File: src/sv/supercap_energy_state_step_defines.svh
// Assertion macros shared by the supercapacitor step block.
`ifndef SUPERCAP_ENERGY_STATE_STEP_DEFINES_SVH
`define SUPERCAP_ENERGY_STATE_STEP_DEFINES_SVH
`ifndef SYNTH
`define SESS_ASSERT(lbl, prop) \
  lbl: assert property (@(posedge clk) disable iff (!rst_n) prop) \
    else $error("assertion failed");
`define SESS_ASSERT_NEXT(lbl, pre, post) \
  lbl: assert property (@(posedge clk) disable iff (!rst_n) (pre) |=> (post)) \
    else $error("assertion failed");
`else
`define SESS_ASSERT(lbl, prop)
`define SESS_ASSERT_NEXT(lbl, pre, post)
`endif
`endif

File: src/sv/sess_pkg.sv
// Types and constants shared by the supercapacitor step block.
`timescale 1ns / 1ps
`default_nettype none
package sess_pkg;
  localparam int DVD_W  = 96;
  localparam int DSR_W  = 48;
  localparam int STEP_W = 7;
  localparam int RAD_W  = 48;
  localparam int ROOT_W = 24;

  localparam logic [2:0] REG_CAP   = 3'd0;
  localparam logic [2:0] REG_RES   = 3'd1;
  localparam logic [2:0] REG_VMIN  = 3'd2;
  localparam logic [2:0] REG_VMAX  = 3'd3;
  localparam logic [2:0] REG_PMAX  = 3'd4;
  localparam logic [2:0] REG_VSTART = 3'd5;

  localparam logic [1:0] STATUS_OK   = 2'd0;
  localparam logic [1:0] STATUS_LOW  = 2'd1;
  localparam logic [1:0] STATUS_HIGH = 2'd2;

  localparam logic FUNC_RESTART = 1'b1;

  localparam logic [23:0] ONES24 = 24'hFFFFFF;
  localparam logic [31:0] ONES32 = 32'hFFFFFFFF;
  localparam logic [15:0] ONES16 = 16'hFFFF;
  localparam logic [49:0] QCAP   = 50'h2000000000000;
  localparam logic [23:0] VOLT_ONE = 24'd65536;

  typedef struct packed {
    logic              start;
    logic [STEP_W-1:0] steps;
    logic [DVD_W-1:0]  dividend;
    logic [DSR_W-1:0]  divisor;
  } div_req_t;

  typedef struct packed {
    logic             busy;
    logic             done;
    logic [DVD_W-1:0] quot;
  } div_rsp_t;

  typedef struct packed {
    logic             start;
    logic [RAD_W-1:0] radicand;
  } sq_req_t;

  typedef struct packed {
    logic              busy;
    logic              done;
    logic [ROOT_W-1:0] root;
  } sq_rsp_t;
endpackage
`default_nettype wire

File: src/sv/sess_sqrt.sv
// Digit-by-digit integer square root, one root bit per cycle.
`timescale 1ns / 1ps
`default_nettype none
`include "supercap_energy_state_step_defines.svh"
module sess_sqrt (
  input  wire logic             clk,
  input  wire logic             rst_n,
  input  wire sess_pkg::sq_req_t req,
  output sess_pkg::sq_rsp_t      rsp
);
  import sess_pkg::*;

  logic              busy_r, done_r;
  logic [4:0]        cnt_r;
  logic [RAD_W-1:0]  rad_r, keep_r;
  logic [ROOT_W:0]   rem_r;
  logic [ROOT_W-1:0] root_r;
  logic [ROOT_W+2:0] rem_sh, trial, diff;
  logic              ge;

  assign rem_sh = {rem_r, rad_r[RAD_W-1:RAD_W-2]};
  assign trial  = {1'b0, root_r, 2'b01};
  assign diff   = rem_sh - trial;
  assign ge     = rem_sh >= trial;

  always_ff @(posedge clk) begin
    if (!rst_n) begin
      busy_r <= 1'b0;
      done_r <= 1'b0;
    end else begin
      done_r <= 1'b0;
      if (req.start) begin
        busy_r <= 1'b1;
        cnt_r  <= 5'(ROOT_W);
        rad_r  <= req.radicand;
        keep_r <= req.radicand;
        rem_r  <= '0;
        root_r <= '0;
      end else if (busy_r) begin
        rem_r  <= ge ? diff[ROOT_W:0] : rem_sh[ROOT_W:0];
        root_r <= {root_r[ROOT_W-2:0], ge};
        rad_r  <= {rad_r[RAD_W-3:0], 2'b00};
        cnt_r  <= cnt_r - 1'b1;
        if (cnt_r == 5'd1) begin
          busy_r <= 1'b0;
          done_r <= 1'b1;
        end
      end
    end
  end

  assign rsp.busy = busy_r;
  assign rsp.done = done_r;
  assign rsp.root = root_r;

  // The root must be the floor of the true square root.
  `SESS_ASSERT(a_sqrt_floor, done_r |-> (({26'b0, root_r} * {26'b0, root_r}) <= {2'b0, keep_r} && (({25'b0, root_r} + 50'd1) * ({25'b0, root_r} + 50'd1)) > {2'b0, keep_r}))
endmodule
`default_nettype wire

File: config.mk
export PLATFORM = sky130hd
export DESIGN_NAME = sess_sqrt
export DESIGN_NICKNAME = d
export VERILOG_FILES = /design/src/sv/sess_pkg.sv /design/src/sv/sess_sqrt.sv
export VERILOG_INCLUDE_DIRS = /design/src /design/src/sv
export SDC_FILE = /design/constraint.sdc
export NUM_CORES = 1
export LEC_CHECK = 0
export CORE_ASPECT_RATIO = 1.25
export CORE_MARGIN = 2
export CORE_UTILIZATION = 45
export CTS_BUF_LIST = sky130_fd_sc_hd__clkbuf_4
export DETAILED_ROUTE_END_ITERATION = 7
export DONT_BUFFER_PORTS = 1
export GPL_ROUTABILITY_DRIVEN = 0
export MAX_ROUTING_LAYER = met4
export PLACE_DENSITY = 0.58
export SYNTH_ARGS = -nofsm -noshare
export SYNTH_HDL_FRONTEND = slang
export SYNTH_SLANG_ARGS = --single-unit
File: constraint.sdc
create_clock -name clk -period 8.2 [get_ports clk]
set_clock_uncertainty 0.05 [all_clocks]
set_input_delay 1.64 -clock clk [delete_from_list [all_inputs] [get_ports clk]]
set_output_delay 1.64 -clock clk [all_outputs]
set_load 0.01 [all_outputs]
Word-level counts from Yosys, hierarchy flattened
Cells that the tools add are included.

Bits in read-only memories: 0. Input bits: 51. Latch bits: 0. Register bits: 104. RAM bits: 0. Output and inout bits: 26. Logic and storage cells: 25. Memories: 0.

Reduce and logical (&&, ||, !) cells: 3. Multiply operators: 0. Order comparisons: 1. Add/sub/neg operators: 2. Muxes and demuxes: 10. Equality and inequality tests: 1. Div/mod/pow operators: 0. Shifts and indexed selects: 0. Bitwise logic cells: 2.

Operators by type and width (count): $mux W48 (2); $mux W25 (2); $ge A27 B26 Y1 (1); $sub A25 B25 Y25 (1); $mux W24 (1); $eq A5 B1 Y1 const B (1); $mux W5 (1); $sub A5 B1 Y5 const B (1); $mux W1 (4); $reduce_or A3 Y1 (1); $not A1 Y1 (2); $reduce_and A2 Y1 (1); $reduce_bool A2 Y1 (1).

Logic depth before layout (Yosys ltp)
Depth in word-level cells: 4. Depth in mapped cells: 13. Gate-level depth less buffers: 9.

Worst setup path before layout
No wires, ideal clock.

Path type: in2reg. Start point: input port req[48] (netlist name). End point: register cnt_r[0], enable pin. Required time: 7681 ps. Data arrival time: 4582 ps. Path slack: 3098 ps. Setup time: 469 ps. Path buffers: 2. Stages: 3. Cells stage by stage: clkbuf_1 -> clkbuf_1 -> o21a_1.

Cells in the longest elaborated chain, start to end: 2.

RTL lines: start, declared (line sess_sqrt.sv:8) `input wire sess_pkg::sq_req_t req,`; $reduce_bool A2 Y1 (no line); $reduce_and A2 Y1 (no line); end signal, assigned (line sess_sqrt.sv:34) `cnt_r <= 5'(ROOT_W);`; end signal, assigned (line sess_sqrt.sv:43) `cnt_r <= cnt_r - 1'b1;`; end, declared (line sess_sqrt.sv:14) `logic [4:0] cnt_r;`.

No other way between the ends. A chain may end at the register's enable or synchronous reset.

Worst setup path in the final report
Start point: register root_r[3]. End point: register rem_r[4], data pin.

Cells in the longest elaborated chain, start to end: 3.

RTL lines: start, declared (line sess_sqrt.sv:17) `logic [ROOT_W-1:0] root_r;`; start signal, assigned (line sess_sqrt.sv:41) `root_r <= {root_r[ROOT_W-2:0], ge};`; $ge A27 B26 Y1 (line sess_sqrt.sv:24) `assign ge = rem_sh >= trial;`; $mux W25 (line sess_sqrt.sv:40) `rem_r <= ge ? diff[ROOT_W:0] : rem_sh[ROOT_W:0];`; $mux W25 (line sess_sqrt.sv:39) `end else if (busy_r) begin`; end signal, assigned (line sess_sqrt.sv:40); end, declared (line sess_sqrt.sv:16) `logic [ROOT_W:0] rem_r;`.

No other way between the ends. The select of a mux whose other input is x is not followed.

==> flow_summary.yaml <==
layout:
  nNetsFinal: 568
  synthToLayoutAreaGrowth_pct: 3.05
  drive_above_1_share: 0.176
  final_common_cell: "edfxtp_1"
  layoutNonFillerInstCount: 662
  most-common-layout-cells: "edfxtp_1, mux2_2, nor2_1"
logic_synthesis:
  synth_seq_cells: 104
  ys_types: 70
  synth_top_area_cell: "edfxtp_1"
  synth.avg_cell_area_um2: 11.8
  synth_edf_count: 102
  synth_fp_nets: 583
  synthArstFlopShare: 0
  synthTopCellsByArea: "edfxtp_1, mux2_2, ha_1"
  yosysSeqAreaShare: 0.522
  synthCells: 504
  ys_warn_count: 0
  yosysTopAreaCellShare: 0.516
  syn_area_um2: 5940
  ys.flop_type: "edfxtp_1"
routing:
  viasPerCell: 5.86
  first_pass_iters: 5
  route.detailed.drc: 0
  drtIter0Drc: 320
  drt.antenna.violating_nets: 0
  vias: 3882
  drt_wl_total_mm: 12.7
  wl_per_cell_um: 19.2
grt:
  grt_max_degree: 99
  first_global_vias: 4005
  antenna_found_initial: 1
  grt_usage: 0.188
  grt-ovfl-total: 0
  grt_pass1_wl_mm: 20.2
floorplan:
  fp-row-count: 46
  die_h_um: 132
  die-area_um2: 14100
  start_util: 0.465
  die_x_um: 107
  core-area_um2: 12800
  pin_count: 77
power_and_ir_drop:
  p_clk_frac: 0.210
  sw_frac_of_total: 0.312
  power_leakage_nw: 2.19
  pwr-share-seq: 0.553
  comb_power_share: 0.237
  switchingPower_mw: 0.373
  power_mw: 1.19
  irDropWorstVdd_uv: 95.8
  p_int_mw: 0.821
  pwr_density_cell_nw_per_um2: 195
clocking:
  path_clk_slew_ns: 0.17
  cts_tree: "built"
  cts_sinks: 104
  clock_path_buffers: 2
  post_cts_resized: 0
  post-cts-setup-buffer-count: 0
  cts-hold-fix-buffers: 0
  cts_root_buffer: "clkbuf_4"
  numCtsBuffers: 9
  clk_latency_ns: 0.47
  htreeDepth: 3
timing:
  grt_setup_unrepaired: "no"
  maxSlewViolCount: 0
  tightestPinTransition_ns: 1.19
  fin_tns_setup_ns: 0
  finalHoldViolCount: 0
  finalSetupViolations: 0
  slew_headroom: 0.199
  fin_crit_sh: 0.421
  fmax_ghz: 0.290
  finalCriticalPeriod_ns: 3.45
critical_path:
  worstSetupStartpointType: "flop"
  crit_arrival_ns: 3.68
  r2r_setup_slack_ns: 4.75
  rr_startpoint: "root_r[3]"
  crit_fanout: 20
  r2r_cells: 9
  r2r_end: "rem_r[4]"
  critPathKind: "flop to flop"
  required_ns: 8.42
  end_kind: "flop"
min_path:
  hold_path.class: "flop to flop"
  holdPathEnd: "rad_r[44]"
  min_path_cells: 1
  worstHoldStart: "rad_r[42]"
run:
  max_cap_violations: 0
placement:
  io_buffer_count: 0
  dp.final_hpwl_mm: 8.54
  dp_cells: 646
outcome:
  status: "complete, no violations"
==> final cells by class <==
cell class,count,area [um2]
fill,1223,6660
clock inverter,6,53.8
inverter,31,116
multi-input combinational,341,2550
antenna,1,2.50
clock buffer,9,67.6
timing repair buffer,2,15.0
tap,168,210
sequential,104,3100
==> power by group through the flow <==
| stage | Combinational (mW) | Sequential [mW] | Clock, mW |
|---|---|---|---|
| global route | 0.313 | 0.665 | 0.277 |
| CTS | 0.282 | 0.661 | 0.260 |
| finish | 0.283 | 0.660 | 0.250 |
| global placement | 0.277 | 0.672 | 0 |
| detailed placement | 0.280 | 0.673 | 0 |
| floorplan | 0.237 | 0.666 | 0 |
==> kinds of logic (layout without fill, tap and decap cells) <==
family                   Yosys count  in the layout  synth area share
AO/OA/AOI/OAI                    122            122             0.145
buffers and inverters             59             48            0.0491
XOR/XNOR                          15             15            0.0221
AND/OR/NAND/NOR                  127            127             0.110
other                              0              1                 0
multiplexers                      49             49            0.0925
flip-flops                       104            104             0.522
adder cells (fa/ha/maj)           28             28            0.0590
==> through the flow <==
step	worst slack, ns	instance area (um2)	util	hold slack, ns
finish	4.75	6120	0.479	0.520
global route	4.50	6120	0.479	0.535
CTS	4.75	6120	0.479	0.524
detailed placement	4.78	6000	0.469	0.483
global placement	4.83	6000	0.469	0.478
floorplan	3.10	5940	-	0.454
==> state kept, by name (all words and copies together), names as in the netlist <==
signal and cells:
busy_r 1, rad_r 48, root_r 24, cnt_r 5, done_r 1, rem_r 25
==> synth_stat cells (3+ instances only) <==
library cell / number
edfxtp_1: 102
buf_6: 4
o211ai_1: 6
buf_2: 7
nand4_1: 10
a211oi_1: 8
ha_1: 28
nor3_1: 13
nand3_1: 13
o21a_1: 7
o2111ai_1: 3
o21ai_0: 18
mux2_2: 47
o21ai_1: 7
o31ai_1: 7
a21o_1: 7
inv_1: 31
a21oi_1: 31
xor2_1: 3
clkbuf_1: 10
nor2_1: 46
xnor2_1: 12
nand2_1: 16
and3_1: 7
==> worst max path at each step <==
stage          startpoint        end  slack (ns)  cells after the start
2_1_floorplan     req[48]   cnt_r[0]        3.10                      3
3_3_place_gp      req[48]  rad_r[46]        4.83                      2
3_5_place_dp    root_r[3]  rem_r[15]        4.78                      9
4_1_cts        root_r[15]   rem_r[4]        4.75                      9
5_1_grt         root_r[5]   rem_r[4]        4.50                      9
6_report        root_r[3]   rem_r[4]        4.75                      9
==> worst max-delay path, stage by stage (launching register included) <==
cell	delay, ns
edfxtp_1	0.44
inv_1	0.08
ha_1	0.42
nand4_2	0.18
a21oi_2	0.22
nor2_1	0.09
o211a_4	0.29
a21boi_2	0.89
nor2_2	0.19
o31ai_1	0.40
==> per-layer routing <==
metal | track usage | wire length, um | vias to the layer above
li1 | - | - | 1869
met3 | 0.0448 | 594 | 21
met2 | 0.304 | 6420 | 105
met4 | 0.0700 | 292 | 0
met5 | - | 0 | -
met1 | 0.228 | 5430 | 1887
(Power assumes the default switching activity.)
