$ cat src/sv/supercap_energy_state_step_defines.svh
// Assertion macros shared by the supercapacitor step block.
`ifndef SUPERCAP_ENERGY_STATE_STEP_DEFINES_SVH
`define SUPERCAP_ENERGY_STATE_STEP_DEFINES_SVH
`ifndef SYNTH
`define SESS_ASSERT(lbl, prop) \
  lbl: assert property (@(posedge clk) disable iff (!rst_n) prop) \
    else $error("assertion failed");
`define SESS_ASSERT_NEXT(lbl, pre, post) \
  lbl: assert property (@(posedge clk) disable iff (!rst_n) (pre) |=> (post)) \
    else $error("assertion failed");
`else
`define SESS_ASSERT(lbl, prop)
`define SESS_ASSERT_NEXT(lbl, pre, post)
`endif
`endif

$ cat src/sv/sess_pkg.sv
// Types and constants shared by the supercapacitor step block.
`timescale 1ns / 1ps
`default_nettype none
package sess_pkg;
  localparam int DVD_W  = 96;
  localparam int DSR_W  = 48;
  localparam int STEP_W = 7;
  localparam int RAD_W  = 48;
  localparam int ROOT_W = 24;

  localparam logic [2:0] REG_CAP   = 3'd0;
  localparam logic [2:0] REG_RES   = 3'd1;
  localparam logic [2:0] REG_VMIN  = 3'd2;
  localparam logic [2:0] REG_VMAX  = 3'd3;
  localparam logic [2:0] REG_PMAX  = 3'd4;
  localparam logic [2:0] REG_VSTART = 3'd5;

  localparam logic [1:0] STATUS_OK   = 2'd0;
  localparam logic [1:0] STATUS_LOW  = 2'd1;
  localparam logic [1:0] STATUS_HIGH = 2'd2;

  localparam logic FUNC_RESTART = 1'b1;

  localparam logic [23:0] ONES24 = 24'hFFFFFF;
  localparam logic [31:0] ONES32 = 32'hFFFFFFFF;
  localparam logic [15:0] ONES16 = 16'hFFFF;
  localparam logic [49:0] QCAP   = 50'h2000000000000;
  localparam logic [23:0] VOLT_ONE = 24'd65536;

  typedef struct packed {
    logic              start;
    logic [STEP_W-1:0] steps;
    logic [DVD_W-1:0]  dividend;
    logic [DSR_W-1:0]  divisor;
  } div_req_t;

  typedef struct packed {
    logic             busy;
    logic             done;
    logic [DVD_W-1:0] quot;
  } div_rsp_t;

  typedef struct packed {
    logic             start;
    logic [RAD_W-1:0] radicand;
  } sq_req_t;

  typedef struct packed {
    logic              busy;
    logic              done;
    logic [ROOT_W-1:0] root;
  } sq_rsp_t;
endpackage
`default_nettype wire

$ cat src/sv/sess_div.sv
// Bit-serial restoring divider, one quotient bit per cycle.
`timescale 1ns / 1ps
`default_nettype none
`include "supercap_energy_state_step_defines.svh"
module sess_div (
  input  wire logic              clk,
  input  wire logic              rst_n,
  input  wire sess_pkg::div_req_t req,
  output sess_pkg::div_rsp_t      rsp
);
  import sess_pkg::*;

  logic              busy_r, done_r;
  logic [STEP_W-1:0] cnt_r;
  logic [DVD_W-1:0]  dvd_r, quot_r;
  logic [DSR_W-1:0]  dsr_r, rem_r;
  logic [DSR_W:0]    rem_sh, diff;
  logic              ge;

  // The dividend is left aligned; its top bits feed the partial remainder.
  assign rem_sh = {rem_r, dvd_r[DVD_W-1]};
  assign diff   = rem_sh - {1'b0, dsr_r};
  assign ge     = rem_sh >= {1'b0, dsr_r};

  always_ff @(posedge clk) begin
    if (!rst_n) begin
      busy_r <= 1'b0;
      done_r <= 1'b0;
    end else begin
      done_r <= 1'b0;
      if (req.start) begin
        busy_r <= 1'b1;
        cnt_r  <= req.steps;
        dvd_r  <= req.dividend;
        dsr_r  <= req.divisor;
        rem_r  <= '0;
        quot_r <= '0;
      end else if (busy_r) begin
        rem_r  <= ge ? diff[DSR_W-1:0] : rem_sh[DSR_W-1:0];
        quot_r <= {quot_r[DVD_W-2:0], ge};
        dvd_r  <= {dvd_r[DVD_W-2:0], 1'b0};
        cnt_r  <= cnt_r - 1'b1;
        if (cnt_r == STEP_W'(1)) begin
          busy_r <= 1'b0;
          done_r <= 1'b1;
        end
      end
    end
  end

  assign rsp.busy = busy_r;
  assign rsp.done = done_r;
  assign rsp.quot = quot_r;

  `SESS_ASSERT_NEXT(a_div_start_busy, req.start && req.steps != '0, busy_r)
  `SESS_ASSERT(a_div_done_idle, done_r |-> !busy_r)
endmodule
`default_nettype wire

$ cat config.mk
export PLATFORM = sky130hd
export DESIGN_NAME = sess_div
export DESIGN_NICKNAME = d
export VERILOG_FILES = /design/src/sv/sess_pkg.sv /design/src/sv/sess_div.sv
export VERILOG_INCLUDE_DIRS = /design/src /design/src/sv
export SDC_FILE = /design/constraint.sdc
export NUM_CORES = 1
export LEC_CHECK = 0
export BUFFER_PORTS_ARGS = -buffer_cell sky130_fd_sc_hd__buf_2
export CAP_MARGIN = 25
export CELL_PAD_IN_SITES_DETAIL_PLACEMENT = 1
export CELL_PAD_IN_SITES_GLOBAL_PLACEMENT = 1
export CORE_ASPECT_RATIO = 0.5
export CORE_MARGIN = 2
export CORE_UTILIZATION = 45
export DETAILED_ROUTE_END_ITERATION = 16
export GPL_TIMING_DRIVEN = 0
export MAX_ROUTING_LAYER = met4
export PLACE_DENSITY_LB_ADDON = 0.1
export SYNTH_ARGS = -nofsm -noshare
export SYNTH_HDL_FRONTEND = slang
export SYNTH_SLANG_ARGS = --single-unit
$ cat constraint.sdc
create_clock -name clk -period 9.25 [get_ports clk]
set_input_delay 0.4625 -clock clk [delete_from_list [all_inputs] [get_ports clk]]
set_output_delay 0.4625 -clock clk [all_outputs]
set_load 0.005 [all_outputs]
Yosys cells after proc, flatten, opt, wreduce, memory -nomap -nowiden
Cells that the tools add are included.
{ "classes": {"n_bitwise": 2, "muxes": 11, "reduce_logical": 4, "addsub": 2, "n_eq_ne": 1, "n_lt_le_gt_ge": 1} }
{ "ops": {"columns": ["cell", "n"], "rows": [
  ["$mux 96", 3],
  ["$mux 48", 2],
  ["$ge 49x48->1", 1],
  ["$sub 48x48->48", 1],
  ["$mux 7", 2],
  ["$eq 7x1->1 const B", 1],
  ["$sub 7x1->7 const B", 1],
  ["$mux 1", 4],
  ["$reduce_and 2->1", 2],
  ["$reduce_or 3->1", 1],
  ["$not 1->1", 2],
  ["$reduce_bool 2->1", 1]
]} }
{ "word_totals": {"inputBits": 154, "elab_cells": 28, "register_bits": 297} }

Logic depth before layout (Yosys ltp)
{ "logic_depth": {"ltp_word": 4, "depth_mapped": 14, "depth_no_buf": 12} }

Worst setup path before layout
Ideal clock, no wire load.
{ "synth_path": {"path_kind": "in2reg", "start": "input port req[151] in the netlist's numbering", "end": "register cnt_r[0] (enable)", "stages": 3, "arrival_time_ps": 6483, "path_buffers": 2, "setup_ps": 631, "required_time_ps": 8619, "slack_ps": 2135, "cell_sequence": "clkbuf_1 > clkbuf_1 > o21a_1"} }
{ "synth_between": {"elab_chain_len": 2} }
{ "synth_rtl": {"columns": ["element", "line", "source"], "rows": [
  ["start: declaration", "sess_div.sv:8", "input wire sess_pkg::div_req_t req,"],
  ["$reduce_bool 2->1 (no source line)", null, null],
  ["$reduce_and 2->1 (no source line)", null, null],
  ["end signal: assignment", "sess_div.sv:33", "cnt_r <= req.steps;"],
  ["end signal: assignment", "sess_div.sv:42", "cnt_r <= cnt_r - 1'b1;"],
  ["end: declaration", "sess_div.sv:14", "logic [STEP_W-1:0] cnt_r;"]
]} }
Every way passes these cells.
A chain may end at the register's enable or synchronous reset.

Worst setup path after layout
{ "layout_path": {"start": "register rem_r[30]", "end": "register rem_r[34] (data pin)"} }
{ "layout_between": {"elab_chain_len": 3, "elab_cells_between_ends": 4, "cone_classes": "add/sub: 1; order compare: 1; mux: 2"} }
{ "layout_rtl": {"columns": ["element", "line", "source"], "rows": [
  ["start: declaration", "sess_div.sv:16", "logic [DSR_W-1:0] dsr_r, rem_r;"],
  ["start signal: assignment", "sess_div.sv:39", "rem_r <= ge ? diff[DSR_W-1:0] : rem_sh[DSR_W-1:0];"],
  ["$sub 48x48->48 / $ge 49x48->1 (equally long branches)", "sess_div.sv:22, sess_div.sv:23", null],
  ["$mux 48 (*)", "sess_div.sv:39", null],
  ["$mux 48 (*)", "sess_div.sv:38", "end else if (busy_r) begin"]
]} }
Every way passes the cells marked *; elsewhere a longest branch is shown, timed or not. The select of a mux whose other input is x is not followed.

==> reports/metrics.yaml <==
hold_viol: 0
dr.pass1.iters: 4
antenna_found_initial: 5
clk_path_buf_depth: 3
cts_resized: 0
clock_latency_ns: 0.59
synth_seq_cells: 297
status: "finished, final reports clean"
numClockSinks: 297
drc_errors: 0
comb_power_share_pct: 19.2
grt_pass1_wl_um: 62500
rows: 46
timing.slew.headroom_pct: 47.7
setup-tns-final_ns: 0
hold_path.class: "input pin to register"
global_route.usage.met3_pct: 4.81
core_um2: 31900
worst_pin_slew_ns: 0.784
p_sw_share_pct: 27.7
fillCellCount: 3402
cts_root_buffer: "clkbuf_16"
final_cell_area_um2: 17500
critPathArrivalTime_ns: 4.32
initial_utilization_pct: 46.1
post_cts_buffers: 0
startpoint_type: "register"
power_density_nw_per_um2: 201
place_area_um2: 16600
max_freq_ghz: 0.248
ys_warn_count: 0
p_sw_mw: 0.979
fin_nets: 1679
yosysUniqueCellTypes: 63
crit_required_ns: 9.54
place.gp.congestion: 0.890
pin_count: 252
netlist_area_um2: 14700
use_met1_pct: 28.7
dp.cells: 1877
htree_levels: 1
clk_pin_slew_worst_paths_ns: 0.07
crit_type: "register to register"
syn_area_per_cell_um2: 12.3
busiest_layer: "met2"
p_leak_nw: 6.96
fin_crit_ns: 4.02
synthCells: 1190
die_width_um: 260
grt.met2_usage_pct: 41.1
cellInternalPower_mw: 2.55
clock_skew_ns: 0.0175
final_cells: 1931
final_antenna_net_count: 0
die_h_um: 132
rsz0062_at_grt: "no"
ctsHoldBuffers: 0
fin_crit_sh_pct: 43.5
grt_pass1_vias: 11231
die_area_um2: 34200
drive_gt1_share_pct: 27.4
overflow: 0
vdd_ir_drop_max_v: 0.000159
drtIter0Drc: 579
maxCapViolCount: 0
vias: 10323
crit_path_max_fanout: 10
postLayoutCoreUtil_pct: 55.0
synth_edf_count: 295
async_flop_share_pct: 0
cts_tree: "yes"
grtUsageTotal_pct: 24.0
seq_power_share_pct: 46.6
grt_max_degree: 73
cts_buffers: 27
power_frac_clock_pct: 34.2
synthesis.nets: 1395
end_kind: "register"
synth_flop_cell: "edfxtp_1"
dpl.hpwl_um: 28800
wire_per_inst_um: 20.4
via_per_inst: 5.35
multi_input_area_um2: 5320
ys_seq_area_share_pct: 60.6
rrSetupSlack_ns: 5.23
placement.io_buffers: 250
drt-total-wl_um: 39400
regArea_um2: 8900
drv_slew: 0
syn_to_final_growth_pct: 19.4
setup_violations: 0
holdWs_ns: 0.0503
-- stage by stage --
step / setup WS (ns) / power (mW)
3_3_place_gp: -0.535 / 2.34
6_report: 5.23 / 3.53
2_1_floorplan: 2.14 / 2.12
5_1_grt: 4.97 / 3.69
3_5_place_dp: 5.37 / 2.35
4_1_cts: 5.31 / 3.56
-- final timing paths --
| check | startpoint | end | depth (start not counted) |
|---|---|---|---|
| hold reg to reg | busy_r | done_r | 2 |
| hold / removal | req[34] | dsr_r[34] | 1 |
| setup / recovery | rem_r[30] | rem_r[34] | 11 |
| setup reg to reg | rem_r[30] | rem_r[34] | 11 |
-- critical path, stage by stage, from the launching register on --
cell      delay, ns
edfxtp_1       0.42
ha_1           0.42
and4_1         0.29
and3_1         0.23
nor2b_1        0.32
nand3_1        0.16
nor4_1         0.54
nor3b_1        0.16
a21oi_2        0.29
buf_2          0.36
buf_2          0.38
a211oi_1       0.15
-- placed cells by master (no fill, tap or decap), types with 16 or more instances in the layout --
| cell | instances |
|---|---|
| clkbuf_16 | 27 |
| a211oi_1 | 17 |
| nor2_1 | 44 |
| nor2b_1 | 101 |
| clkbuf_1 | 49 |
| a21oi_1 | 92 |
| xor2_1 | 16 |
| nor3_1 | 18 |
| o21ai_0 | 40 |
| inv_1 | 65 |
| nand2_1 | 109 |
| a21o_1 | 24 |
| nand3_1 | 25 |
| buf_2 | 258 |
| edfxtp_1 | 295 |
| ha_1 | 50 |
| mux2_2 | 95 |
-- power by group through the flow --
| stage | combinational (mW) | clock [mW] | sequential (mW) |
|---|---|---|---|
| floorplan | 0.444 | 0 | 1.68 |
| global placement | 0.644 | 0 | 1.69 |
| detailed placement | 0.673 | 0 | 1.67 |
| CTS | 0.680 | 1.24 | 1.65 |
| global route | 0.753 | 1.28 | 1.66 |
| finish | 0.678 | 1.21 | 1.65 |
-- cell families (layout without fill, tap and decap cells) --
logic type               Yosys count  in the layout  share of synthesized area (%)
adder cells (fa/ha/maj)           51             51                           4.39
XOR/XNOR                          31             31                           1.85
buffers and inverters            122            426                           3.30
AO/OA/AOI/OAI                    235            235                           10.1
other                              0              5                              0
AND/OR/NAND/NOR                  358            358                           12.4
flip-flops                       297            297                           60.6
multiplexers                      96             96                           7.35
-- cell usage after synthesis (24+ instances only) --
cell type    n  area [um^2]
ha_1        50          626
o21ai_0     40          200
a21o_1      24          180
a21oi_1     92          460
nand2_1    109          409
edfxtp_1   295         8860
clkbuf_1    44          165
nor2_1      44          165
inv_1       65          244
nor2b_1    101          632
mux2_2      95         1070
nand3_1     25          125
-- sequential cells by signal, summed over array words and instances, names as in the netlist --
register,cells
dvd_r,96
done_r,1
cnt_r,7
busy_r,1
rem_r,48
quot_r,96
dsr_r,48
-- cell type report --
cell class                      count  share of cell area [%]
Multi-Input combinational cell    771                    30.3
Tap cell                          432                    3.08
Antenna cell                        5                  0.0713
Timing Repair Buffer              255                    7.79
Inverter                           65                    1.39
Buffer                             57                    1.37
Clock inverter                     17                    1.32
Clock buffer                       32                    3.96
Sequential cell                   297                    50.7
-- metal layers --
layer  up-vias  wire (um)
met3        78       1730
met2       189      19700
met5         -          0
met4         0       1220
met1      5108      16700
li1       4948          -
Power figures use the tool's default switching activity.
